### src/dtsp_pkg.sv
// Types, constants and pair decode function for the date/time string decoder.
package dtsp_pkg;

  localparam int StoreDepth = 15;
  localparam int CountSat   = 16;
  localparam int CountW     = 5;
  localparam int IdxW       = 4;

  // Accepted string lengths
  localparam logic [CountW-1:0] LenHm        = 5'd4;
  localparam logic [CountW-1:0] LenHmSec     = 5'd7;
  localparam logic [CountW-1:0] LenMdhm      = 5'd8;
  localparam logic [CountW-1:0] LenMdhmY2    = 5'd10;
  localparam logic [CountW-1:0] LenMdhmSec   = 5'd11;
  localparam logic [CountW-1:0] LenMdhmY4    = 5'd12;
  localparam logic [CountW-1:0] LenMdhmY2Sec = 5'd13;
  localparam logic [CountW-1:0] LenMdhmY4Sec = 5'd15;

  typedef logic [7:0]         char_t;
  typedef logic signed [12:0] pair_t;
  typedef logic signed [18:0] year_t;

  typedef struct packed {
    logic        parse_status;
    logic [3:0]  month_value;
    logic [4:0]  day_value;
    logic [4:0]  hour_value;
    logic [5:0]  minute_value;
    logic [5:0]  second_value;
    logic [10:0] year_value;
    logic        has_month_day;
    logic        has_seconds;
    logic        has_year;
  } result_t;

  // (hi - '0') * 10 + (lo - '0'), no digit check
  function automatic pair_t pair_value(input char_t hi_ch, input char_t lo_ch);
    pair_t hi_v;
    pair_t lo_v;
    hi_v = $signed({5'b0, hi_ch}) - 13'sd48;
    lo_v = $signed({5'b0, lo_ch}) - 13'sd48;
    return (hi_v * 13'sd10) + lo_v;
  endfunction

endpackage

### src/dtsp_in_if.sv
// Input channel: one character per transaction, last character marked.
interface dtsp_in_if;
  logic       valid;
  logic       ready;
  logic [7:0] text_byte;
  logic       end_of_text;

  modport source (output valid, output text_byte, output end_of_text, input ready);
  modport sink   (input valid, input text_byte, input end_of_text, output ready);
endinterface

### src/dtsp_out_if.sv
// Result channel: decode status, date/time fields and presence flags.
interface dtsp_out_if;
  logic        valid;
  logic        ready;
  logic        parse_status;
  logic [3:0]  month_value;
  logic [4:0]  day_value;
  logic [4:0]  hour_value;
  logic [5:0]  minute_value;
  logic [5:0]  second_value;
  logic [10:0] year_value;
  logic        has_month_day;
  logic        has_seconds;
  logic        has_year;

  modport source (output valid, output parse_status, output month_value,
                  output day_value, output hour_value, output minute_value,
                  output second_value, output year_value, output has_month_day,
                  output has_seconds, output has_year, input ready);
  modport sink   (input valid, input parse_status, input month_value,
                  input day_value, input hour_value, input minute_value,
                  input second_value, input year_value, input has_month_day,
                  input has_seconds, input has_year, output ready);
endinterface

### src/date_time_string_parse_core.sv
// The end_of_text transaction writes its result to the result register, or the skid.
// One character per cycle while ready is high; decode and range checks sit between the
//   character store and the result register, so strings may follow back to back.
// A two-entry output buffer (result register plus skid) keeps input flowing
//   while a result waits; ready drops only when both entries are full.
// Synchronous reset (rst_n low) clears the character count and both valid flags.
module date_time_string_parse_core (
  input  logic        clk,
  input  logic        rst_n,
  dtsp_in_if.sink     in_ch,
  dtsp_out_if.source  out_ch
);
  import dtsp_pkg::*;

  char_t             store_r [StoreDepth];
  logic [CountW-1:0] count_r;
  logic [CountW-1:0] count_inc;
  logic [CountW-1:0] count_nxt;

  result_t out_r, out_nxt;
  result_t skid_r, skid_nxt;
  logic    out_valid_r, out_valid_nxt;
  logic    skid_valid_r, skid_valid_nxt;

  logic    in_take;
  logic    produce;
  logic    out_take;
  logic    store_wr;

  char_t   eff [StoreDepth];
  pair_t   p01, p23, p45, p67, p89, p1011;
  pair_t   p56, p910, p1112, p1314;
  pair_t   month, day, hour, minute, second;
  year_t   year2, year4, year;
  logic    len_ok, md, sec, yr2, yr4, ok;
  result_t res;

  assign in_ch.ready = !skid_valid_r;
  assign in_take     = in_ch.valid && in_ch.ready;
  assign produce     = in_take && in_ch.end_of_text;
  assign out_take    = out_valid_r && out_ch.ready;
  assign store_wr    = count_r < CountW'(StoreDepth);
  assign count_inc   = (count_r < CountW'(CountSat)) ? count_r + 1'b1 : count_r;
  assign count_nxt   = in_ch.end_of_text ? '0 : count_inc;

  // Character store and length count
  always_ff @(posedge clk) begin
    if (!rst_n) begin
      count_r <= '0;
    end else if (in_take) begin
      count_r <= count_nxt;
    end
  end

  always_ff @(posedge clk) begin
    if (in_take && store_wr) begin
      store_r[count_r[IdxW-1:0]] <= in_ch.text_byte;
    end
  end

  // String as seen with the incoming character merged in
  always_comb begin
    for (int p = 0; p < StoreDepth; p++) begin
      eff[p] = (store_wr && count_r[IdxW-1:0] == IdxW'(p)) ? in_ch.text_byte
                                                            : store_r[p];
    end
  end

  // Pair values at every position a format can use
  always_comb begin
    p01   = pair_value(eff[0], eff[1]);
    p23   = pair_value(eff[2], eff[3]);
    p45   = pair_value(eff[4], eff[5]);
    p67   = pair_value(eff[6], eff[7]);
    p89   = pair_value(eff[8], eff[9]);
    p1011 = pair_value(eff[10], eff[11]);
    p56   = pair_value(eff[5], eff[6]);
    p910  = pair_value(eff[9], eff[10]);
    p1112 = pair_value(eff[11], eff[12]);
    p1314 = pair_value(eff[13], eff[14]);
  end

  // Format select by final length
  always_comb begin
    len_ok = 1'b1;
    md     = 1'b0;
    sec    = 1'b0;
    yr2    = 1'b0;
    yr4    = 1'b0;
    second = p56;
    case (count_inc)
      LenHm:        ;
      LenHmSec:     begin sec = 1'b1; second = p56; end
      LenMdhm:      md = 1'b1;
      LenMdhmSec:   begin md = 1'b1; sec = 1'b1; second = p910; end
      LenMdhmY2:    begin md = 1'b1; yr2 = 1'b1; end
      LenMdhmY2Sec: begin md = 1'b1; yr2 = 1'b1; sec = 1'b1; second = p1112; end
      LenMdhmY4:    begin md = 1'b1; yr4 = 1'b1; end
      LenMdhmY4Sec: begin md = 1'b1; yr4 = 1'b1; sec = 1'b1; second = p1314; end
      default:      len_ok = 1'b0;
    endcase
  end

  // Field decode and range checks
  always_comb begin
    month = p01;
    day   = p23;
    hour  = md ? p45 : p01;
    minute = md ? p67 : p23;
    year2 = (p89 > 13'sd70) ? 19'(p89) + 19'sd1900 : 19'(p89) + 19'sd2000;
    year4 = (19'(p89) * 19'sd100) + 19'(p1011);
    year  = yr4 ? year4 : year2;

    ok = len_ok
      && (!md || (month >= 13'sd1 && month <= 13'sd12 && day >= 13'sd1 && day <= 13'sd31))
      && hour >= 13'sd0 && hour <= 13'sd23
      && minute >= 13'sd0 && minute <= 13'sd59
      && (!(yr2 || yr4) || (year >= 19'sd1970 && year <= 19'sd2038))
      && (!sec || (second >= 13'sd0 && second <= 13'sd59));

    res = '0;
    if (!ok) begin
      res.parse_status = 1'b1;
    end else begin
      res.month_value   = md ? 4'(month) : '0;
      res.day_value     = md ? 5'(day) : '0;
      res.hour_value    = 5'(hour);
      res.minute_value  = 6'(minute);
      res.second_value  = sec ? 6'(second) : '0;
      res.year_value    = (yr2 || yr4) ? 11'(year) : '0;
      res.has_month_day = md;
      res.has_seconds   = sec;
      res.has_year      = yr2 || yr4;
    end
  end

  // Output register with skid entry
  always_comb begin
    out_nxt        = out_r;
    skid_nxt       = skid_r;
    out_valid_nxt  = out_valid_r;
    skid_valid_nxt = skid_valid_r;
    if (!out_valid_r || out_take) begin
      if (skid_valid_r) begin
        out_nxt        = skid_r;
        out_valid_nxt  = 1'b1;
        skid_valid_nxt = 1'b0;
      end else if (produce) begin
        out_nxt       = res;
        out_valid_nxt = 1'b1;
      end else begin
        out_valid_nxt = 1'b0;
      end
    end else if (produce) begin
      skid_nxt       = res;
      skid_valid_nxt = 1'b1;
    end
  end

  always_ff @(posedge clk) begin
    if (!rst_n) begin
      out_valid_r  <= 1'b0;
      skid_valid_r <= 1'b0;
    end else begin
      out_valid_r  <= out_valid_nxt;
      skid_valid_r <= skid_valid_nxt;
    end
  end

  always_ff @(posedge clk) begin
    out_r  <= out_nxt;
    skid_r <= skid_nxt;
  end

  // Result channel
  assign out_ch.valid         = out_valid_r;
  assign out_ch.parse_status  = out_r.parse_status;
  assign out_ch.month_value   = out_r.month_value;
  assign out_ch.day_value     = out_r.day_value;
  assign out_ch.hour_value    = out_r.hour_value;
  assign out_ch.minute_value  = out_r.minute_value;
  assign out_ch.second_value  = out_r.second_value;
  assign out_ch.year_value    = out_r.year_value;
  assign out_ch.has_month_day = out_r.has_month_day;
  assign out_ch.has_seconds   = out_r.has_seconds;
  assign out_ch.has_year      = out_r.has_year;

endmodule

### src/flat_wrapper.sv
// flat-port wrapper written by rule: the top's interface ports become plain ports
module date_time_string_parse_core_flat import dtsp_pkg::*;
  (clk, rst_n, in_ch_valid, in_ch_text_byte, in_ch_end_of_text, in_ch_ready, out_ch_valid, out_ch_parse_status, out_ch_month_value, out_ch_day_value, out_ch_hour_value, out_ch_minute_value, out_ch_second_value, out_ch_year_value, out_ch_has_month_day, out_ch_has_seconds, out_ch_has_year, out_ch_ready);
  dtsp_in_if in_ch_i ();
  dtsp_out_if out_ch_i ();
  input  logic clk;
  input  logic rst_n;
  input wire logic [$bits(in_ch_i.valid)-1:0] in_ch_valid;
  input wire logic [$bits(in_ch_i.text_byte)-1:0] in_ch_text_byte;
  input wire logic [$bits(in_ch_i.end_of_text)-1:0] in_ch_end_of_text;
  output wire logic [$bits(in_ch_i.ready)-1:0] in_ch_ready;
  output wire logic [$bits(out_ch_i.valid)-1:0] out_ch_valid;
  output wire logic [$bits(out_ch_i.parse_status)-1:0] out_ch_parse_status;
  output wire logic [$bits(out_ch_i.month_value)-1:0] out_ch_month_value;
  output wire logic [$bits(out_ch_i.day_value)-1:0] out_ch_day_value;
  output wire logic [$bits(out_ch_i.hour_value)-1:0] out_ch_hour_value;
  output wire logic [$bits(out_ch_i.minute_value)-1:0] out_ch_minute_value;
  output wire logic [$bits(out_ch_i.second_value)-1:0] out_ch_second_value;
  output wire logic [$bits(out_ch_i.year_value)-1:0] out_ch_year_value;
  output wire logic [$bits(out_ch_i.has_month_day)-1:0] out_ch_has_month_day;
  output wire logic [$bits(out_ch_i.has_seconds)-1:0] out_ch_has_seconds;
  output wire logic [$bits(out_ch_i.has_year)-1:0] out_ch_has_year;
  input wire logic [$bits(out_ch_i.ready)-1:0] out_ch_ready;
  assign in_ch_i.valid = in_ch_valid;
  assign in_ch_i.text_byte = in_ch_text_byte;
  assign in_ch_i.end_of_text = in_ch_end_of_text;
  assign in_ch_ready = in_ch_i.ready;
  assign out_ch_valid = out_ch_i.valid;
  assign out_ch_parse_status = out_ch_i.parse_status;
  assign out_ch_month_value = out_ch_i.month_value;
  assign out_ch_day_value = out_ch_i.day_value;
  assign out_ch_hour_value = out_ch_i.hour_value;
  assign out_ch_minute_value = out_ch_i.minute_value;
  assign out_ch_second_value = out_ch_i.second_value;
  assign out_ch_year_value = out_ch_i.year_value;
  assign out_ch_has_month_day = out_ch_i.has_month_day;
  assign out_ch_has_seconds = out_ch_i.has_seconds;
  assign out_ch_has_year = out_ch_i.has_year;
  assign out_ch_i.ready = out_ch_ready;
  date_time_string_parse_core u_core (.clk(clk), .rst_n(rst_n), .in_ch(in_ch_i), .out_ch(out_ch_i));
endmodule
### config.mk
export PLATFORM = sky130hd
export DESIGN_NAME = date_time_string_parse_core_flat
export DESIGN_NICKNAME = d
export VERILOG_FILES = /design/src/dtsp_pkg.sv /design/src/dtsp_in_if.sv /design/src/dtsp_out_if.sv /design/src/date_time_string_parse_core.sv /design/src/flat_wrapper.sv
export SDC_FILE = /design/constraint.sdc
export NUM_CORES = 1
export LEC_CHECK = 0
export BUFFER_PORTS_ARGS = -buffer_cell sky130_fd_sc_hd__buf_2
export CORE_MARGIN = 10
export CORE_UTILIZATION = 30
export DETAILED_ROUTE_END_ITERATION = 12
export PLACE_DENSITY = 0.52
export SLEW_MARGIN = 10
export SYNTH_ARGS = -nofsm -noshare
export SYNTH_HDL_FRONTEND = slang
export SYNTH_SLANG_ARGS = --single-unit
### constraint.sdc
create_clock -name clk -period 10.4 [get_ports clk]
set_input_delay 2.08 -clock clk [delete_from_list [all_inputs] [get_ports clk]]
set_output_delay 2.08 -clock clk [all_outputs]
set_load 0.03 [all_outputs]
======== Word-level counts from Yosys, hierarchy flattened ========
Memory sizes are Yosys's and may differ from the RTL's.
Index checks and enable logic that the tools add are counted.
word-level totals
  flip-flop bits (word level) ............. 89
  bits in writable memories ............... 120
  input port bits ......................... 13
  output and inout bits ................... 43
  memories kept ........................... 1
memory list
  name            depth  width  rd ports  clocked after Yosys merged registers in  write ports  line                               RTL
  u_core.store_r  15     8      15        0                                        1            date_time_string_parse_core.sv:15  char_t store_r [StoreDepth];
cells by class
  $add $sub $neg .......................... 29
  $mul .................................... 11
  $lt $le $gt $ge ......................... 15
  eq/ne operators ......................... 22
  muxes and demuxes ....................... 39
  bitwise operators ....................... 2
  reductions and logical operators ........ 51
operators with widths
  operator                  number
  $sub A8 B6 Y9 const B     15
  $mux W8                   15
  $add A13 B13 Y13          8
  $mul A13 B4 Y12 const B   8
  $mux W41                  2
  $mux W40                  1
  $ge A13 B1 Y1 const B     3
  $pmux W13 S3              1
  $mux W19                  2
  $logic_and A1 B1 Y1       31
  $eq A5 B4 Y1 const B      6
  $add A13 B12 Y14 const B  2
  $eq A4 B4 Y1 const B      7
  $add A13 B9 Y13           2
  $ge A13 B2 Y1 const B     2
  $le A13 B6 Y1 const B     2
  $le A13 B7 Y1 const B     2
  $mux W13                  2
  $mul A9 B4 Y12 const B    2
  $add A19 B13 Y19          1
  $ge A19 B12 Y1 const B    1
  $le A19 B12 Y1 const B    1
  $mul A13 B6 Y17 const B   1
  $eq A4 B3 Y1 const B      4
  other kinds (23)          48

======== Depth between registers and ports, before layout ========
  word-level depth ........................ 21
  depth in mapped cells ................... 48

======== Least setup slack after synthesis ========
No wires, ideal clock.
  path kind ............................... input to register
  start ................................... in in_ch_text_byte[4]
  end ..................................... reg u_core.skid_r[26] in the netlist's numbering, data pin
  library setup time ...................... 278 ps
  arrival time ............................ 9726 ps
  path slack .............................. 396 ps
  stages .................................. 40
  cell sequence ........................... clkbuf_1 > mux2i_1 > inv_1 > ha_1 > ha_1 > ha_1 > a21oi_1 > xnor2_1 > ha_1 > buf_2 > a2111oi_2 > o21ai_1 > nand2_1 > xnor2_1 > inv_1 > fa_1 > inv_1 > ha_1 > [4 not listed] > a21o_1 > a21o_1 > a21o_1 > a21o_1 > a21oi_1 > xnor2_1 > ha_1 > inv_1 > nor3_1 > nor4_1 > o21a_1 > nor3_1 > nor3_1 > o2111a_1 > o2111ai_1 > clkbuf_1 > clkbuf_1 > nor3_2
RTL lines
  item                    line                                RTL
  start: declaration      flat_wrapper.sv:9                   input wire logic [$bits(in_ch_i.text_byte)-1:0] in_ch_text_byte;
  end signal: assignment  date_time_string_parse_core.sv:172  skid_r <= skid_nxt;
  end: declaration        date_time_string_parse_core.sv:21   result_t skid_r, skid_nxt;

======== Final worst setup path ========
  start ................................... in in_ch_text_byte[5]
  end ..................................... reg u_core.out_r, in the netlist u_core.out_ch.second_value[1], data pin
on the way
  word-level cells in the longest chain between the ends .. 19
ends and longest elaborated chain
  item                                                       line                                RTL
  branches (longest 15 deep; another with $add A19 B13 Y19)  -
  $logic_and A1 B1 Y1 (*)                                    date_time_string_parse_core.sv:119  && (!sec || (second >= 13'sd0 && second <= 13'sd59));
  $mux W40 (*)                                               date_time_string_parse_core.sv:122  if (!ok) begin
  $mux W41 (*)                                               date_time_string_parse_core.sv:148  end else if (produce) begin
  $mux W41 (*)                                               date_time_string_parse_core.sv:144  if (skid_valid_r) begin
  end signal: assignment                                     date_time_string_parse_core.sv:171  out_r <= out_nxt;
  end: declaration                                           date_time_string_parse_core.sv:20   result_t out_r, out_nxt;
Mark *: on every way between the ends. The select of a mux whose other input is x is not followed.
A chain may end at the register's enable or synchronous reset.

==> impl_results.md <==
- Outcome: complete, no violations
- Routed met3 length: 2.74 mm
- Initial antenna violation count: 4
- Max-slew headroom: 0.213
- Unique masters post-synth: 87
- Fin nets: 2865
- Fin. max-slew vios: 0
- Clk sink count: 209
- Crit start category: input pin
- Die width: 294 um
- Num rows: 100
- Most Frequent Cell on Critical Path: ha_1
- Slowest stage delay, CP: 0.49 ns
- Most frequent cells in the layout: 347 x ha_1, 202 x edfxtp_1, 190 x inv_1, 159 x o21ai_0, 150 x nor2_1
- Skew-Pair Late Insertion Delay: 0.56 ns
- Die Y: 294 um
- Hold Violations, Final: 0
- Primary FF master, synth: edfxtp_1
- MaxCap Viol Count: 0
- Deepest clock path buffer count: 3
- CP max stage cell: fa_1
- Final min period: 9.79 ns
- Routability cong.: 0.875
- Metal-1 WL: 30.8 mm
- GRT Util Overall: 0.141
- Starting DRT DRC Count: 1281
- CTS root buffer: clkbuf_16
- Number of global-route vias before repair: 17900
- Crit path capture type: register
- Cell area after synthesis: 0.0225 mm^2
- Setup TNS: 0 ns
- Num CTS Buffers: 25
- Largest net degree at the start of global routing: 76
- Synthesis-to-finish area growth: 11.7%
- Antenna viol nets, final: 0
- LEAKAGE: 10.4 nW
- Final period utilization: 0.942
- Gr ovfl total: 0
- Most common cell after layout, fill and taps aside: ha_1
- Top layer in use: met5
- Power density cells: 89.9 mW/mm^2
- TritonCTS clock tree: built
- Fillers: 7475
- Worst-margin pin slew: 1.18 ns
- Ports: 56
- Postcts setup bufs: 0
- # setup viols final: 0
- First-pass GRT wire length: 98.9 mm
- Crit-path max FO: 58
- Number of cells produced by synthesis: 2413
- Final wirelength: 63.1 mm
- RSZ-0062 raised after global routing: false
- Initial Util: 0.302
- Register area share after synthesis: 0.276
- Synth warn: 0
- Net Count, Synth: 2802
- WL met2: 28.3 mm
- PortBufs: 55
- WL/cell: 18.2 um
- Hold_buf cts: 0
- Clock transition at path regs: 0.06 ns
- Total Die Area: 0.0864 mm^2
- Worst Hold Class: register to register
- Share of layout cells above drive strength 1: 0.109
- Fmax: 102 MHz
- Max Clock Skew: 0.0206 ns
- Flops & latches, synth: 209
- Asr flop ratio synth: 0
- Worst setup margin: 0.606 ns
- Place WS: -0.00507 ns
- Via count: 18300
- CTS H-Tree Depth: 1
- First-pass DRT Iterations: 5
- WP data required: 10.81 ns
- CP Class: input pin to register
- Post-DP HPWL: 47.8 mm
- DR DRC count: 0
- Via density: 5.29
- Critical path arrival: 10.20 ns
- Syn Area/Cell: 9.33 um^2
- EDFF count, synth: 202
- Core area: 0.0744 mm^2
- Maximum VDD drop: 0.0998 mV
power breakdown:
part / internal [mW] / leakage [nW] / total (mW) / switching (mW)
registers: 0.930 / 2.01 / 0.933 / 0.00313
clock network: 0.583 / 0.413 / 0.960 / 0.377
logic: 0.131 / 7.97 / 0.368 / 0.237
final timing paths:
| kind | slack [ns] | to | from | depth (start not counted) |
|---|---|---|---|---|
| worst max-delay path | 0.61 | u_core.out_ch.second_value[1] | in_ch_text_byte[5] | 38 |
| worst min-delay path | 0.52 | u_core.out_ch.second_value[4] | u_core.skid_r[18] | 2 |
| worst max register to register | 0.89 | u_core.out_ch.second_value[1] | u_core.count_r[1] | 40 |
| worst min register to register | 0.52 | u_core.out_ch.second_value[4] | u_core.skid_r[18] | 2 |
cells by family after synthesis:
logic type | synth area share
compound gates | 0.182
simple gates | 0.138
fa+ha+maj | 0.219
buf+inv | 0.0468
flops | 0.276
xor+xnor | 0.0798
mux | 0.0595
per-stage QoR:
stage / area, um^2 / util / hold slack [ns] / cells / power, mW
floorplan: 22500 / - / 0.498 / 2413 / 1.20
global placement: 24200 / 0.326 / 0.503 / 3418 / 1.30
detailed placement: 24200 / 0.326 / 0.509 / 3418 / 1.31
CTS: 25100 / 0.338 / 0.521 / 3464 / 2.28
global route: 25100 / 0.338 / 0.546 / 3464 / 2.35
finish: 25200 / 0.338 / 0.523 / 3465 / 2.26
timing repair:
action                                  in CTS  in global routing
resized for setup                            0                  3
endpoints found under the hold margin        0                  0
endpoints found under the setup margin       0                 22
flip-flops by register name, summed over array words and instances (netlist names):
name	flops
u_core.out_ch.day_value	5
u_core.out_ch.second_value	6
u_core.out_ch.year_value	11
u_core.skid_valid_r	1
u_core.out_ch.month_value	4
u_core.out_ch.has_seconds	1
u_core.out_ch.hour_value	5
u_core.out_ch.valid	1
u_core.out_ch.has_year	1
u_core.skid_r	41
u_core.store_r	120
u_core.out_ch.parse_status	1
u_core.out_ch.has_month_day	1
u_core.count_r	5
u_core.out_ch.minute_value	6
critical path, delay by kind of cell:
family	cells	cell delay, ns
xor+xnor	2	0.30
compound gates	14	2.73
buf+inv	6	0.83
fa+ha+maj	8	2.73
simple gates	7	1.28
mux	1	0.24
cells in the mapped netlist, types with 6 or more instances:
library cell | instances | area (um^2)
clkbuf_1 | 60 | 225
nor2b_1 | 29 | 181
inv_1 | 190 | 713
a211oi_1 | 26 | 195
nand3b_1 | 7 | 52.6
and2_1 | 30 | 188
dfxtp_1 | 7 | 140
nand2b_1 | 24 | 150
a21o_1 | 55 | 413
edfxtp_1 | 202 | 6070
buf_2 | 10 | 50.1
nand4_1 | 19 | 119
mux2_2 | 55 | 619
o21ai_0 | 160 | 801
nor3_1 | 46 | 230
a31oi_1 | 30 | 188
nand3_1 | 34 | 170
nor2_1 | 152 | 571
o31ai_1 | 13 | 97.6
nand2_1 | 137 | 514
a22oi_1 | 6 | 45.0
xnor2_1 | 125 | 1090
ha_1 | 347 | 4340
fa_1 | 29 | 581
o21bai_1 | 36 | 270
xor2_1 | 75 | 657
o2111ai_1 | 12 | 105
a21boi_0 | 11 | 82.6
or4_1 | 9 | 67.6
or3_1 | 28 | 175
o21a_1 | 27 | 203
nor4_1 | 21 | 131
nor3_2 | 20 | 200
and3_1 | 13 | 81.3
o211ai_1 | 21 | 158
o31a_1 | 7 | 61.3
a21oi_1 | 138 | 691
o22ai_1 | 11 | 68.8
mux2i_1 | 72 | 721
or2_2 | 9 | 56.3
area by class of cell:
cell class | count | area, um^2 | share of cell area
multi-input combinational | 1934 | 15400 | 0.611
sequential | 209 | 6210 | 0.247
tap | 969 | 1210 | 0.0482
timing repair buffer | 114 | 743 | 0.0296
inverter | 192 | 721 | 0.0287
clock buffer | 31 | 668 | 0.0266
clock inverter | 15 | 226 | 0.00900
antenna | 1 | 2.50 | 0.0000995
layer usage:
metal  GRT usage  vias to the layer above
met3      0.0167                       76
met5           0                        -
li1            -                     9026
met2       0.234                      409
met4      0.0268                        4
met1       0.195                     8806
No activity file was read; power rests on OpenSTA's default activity.
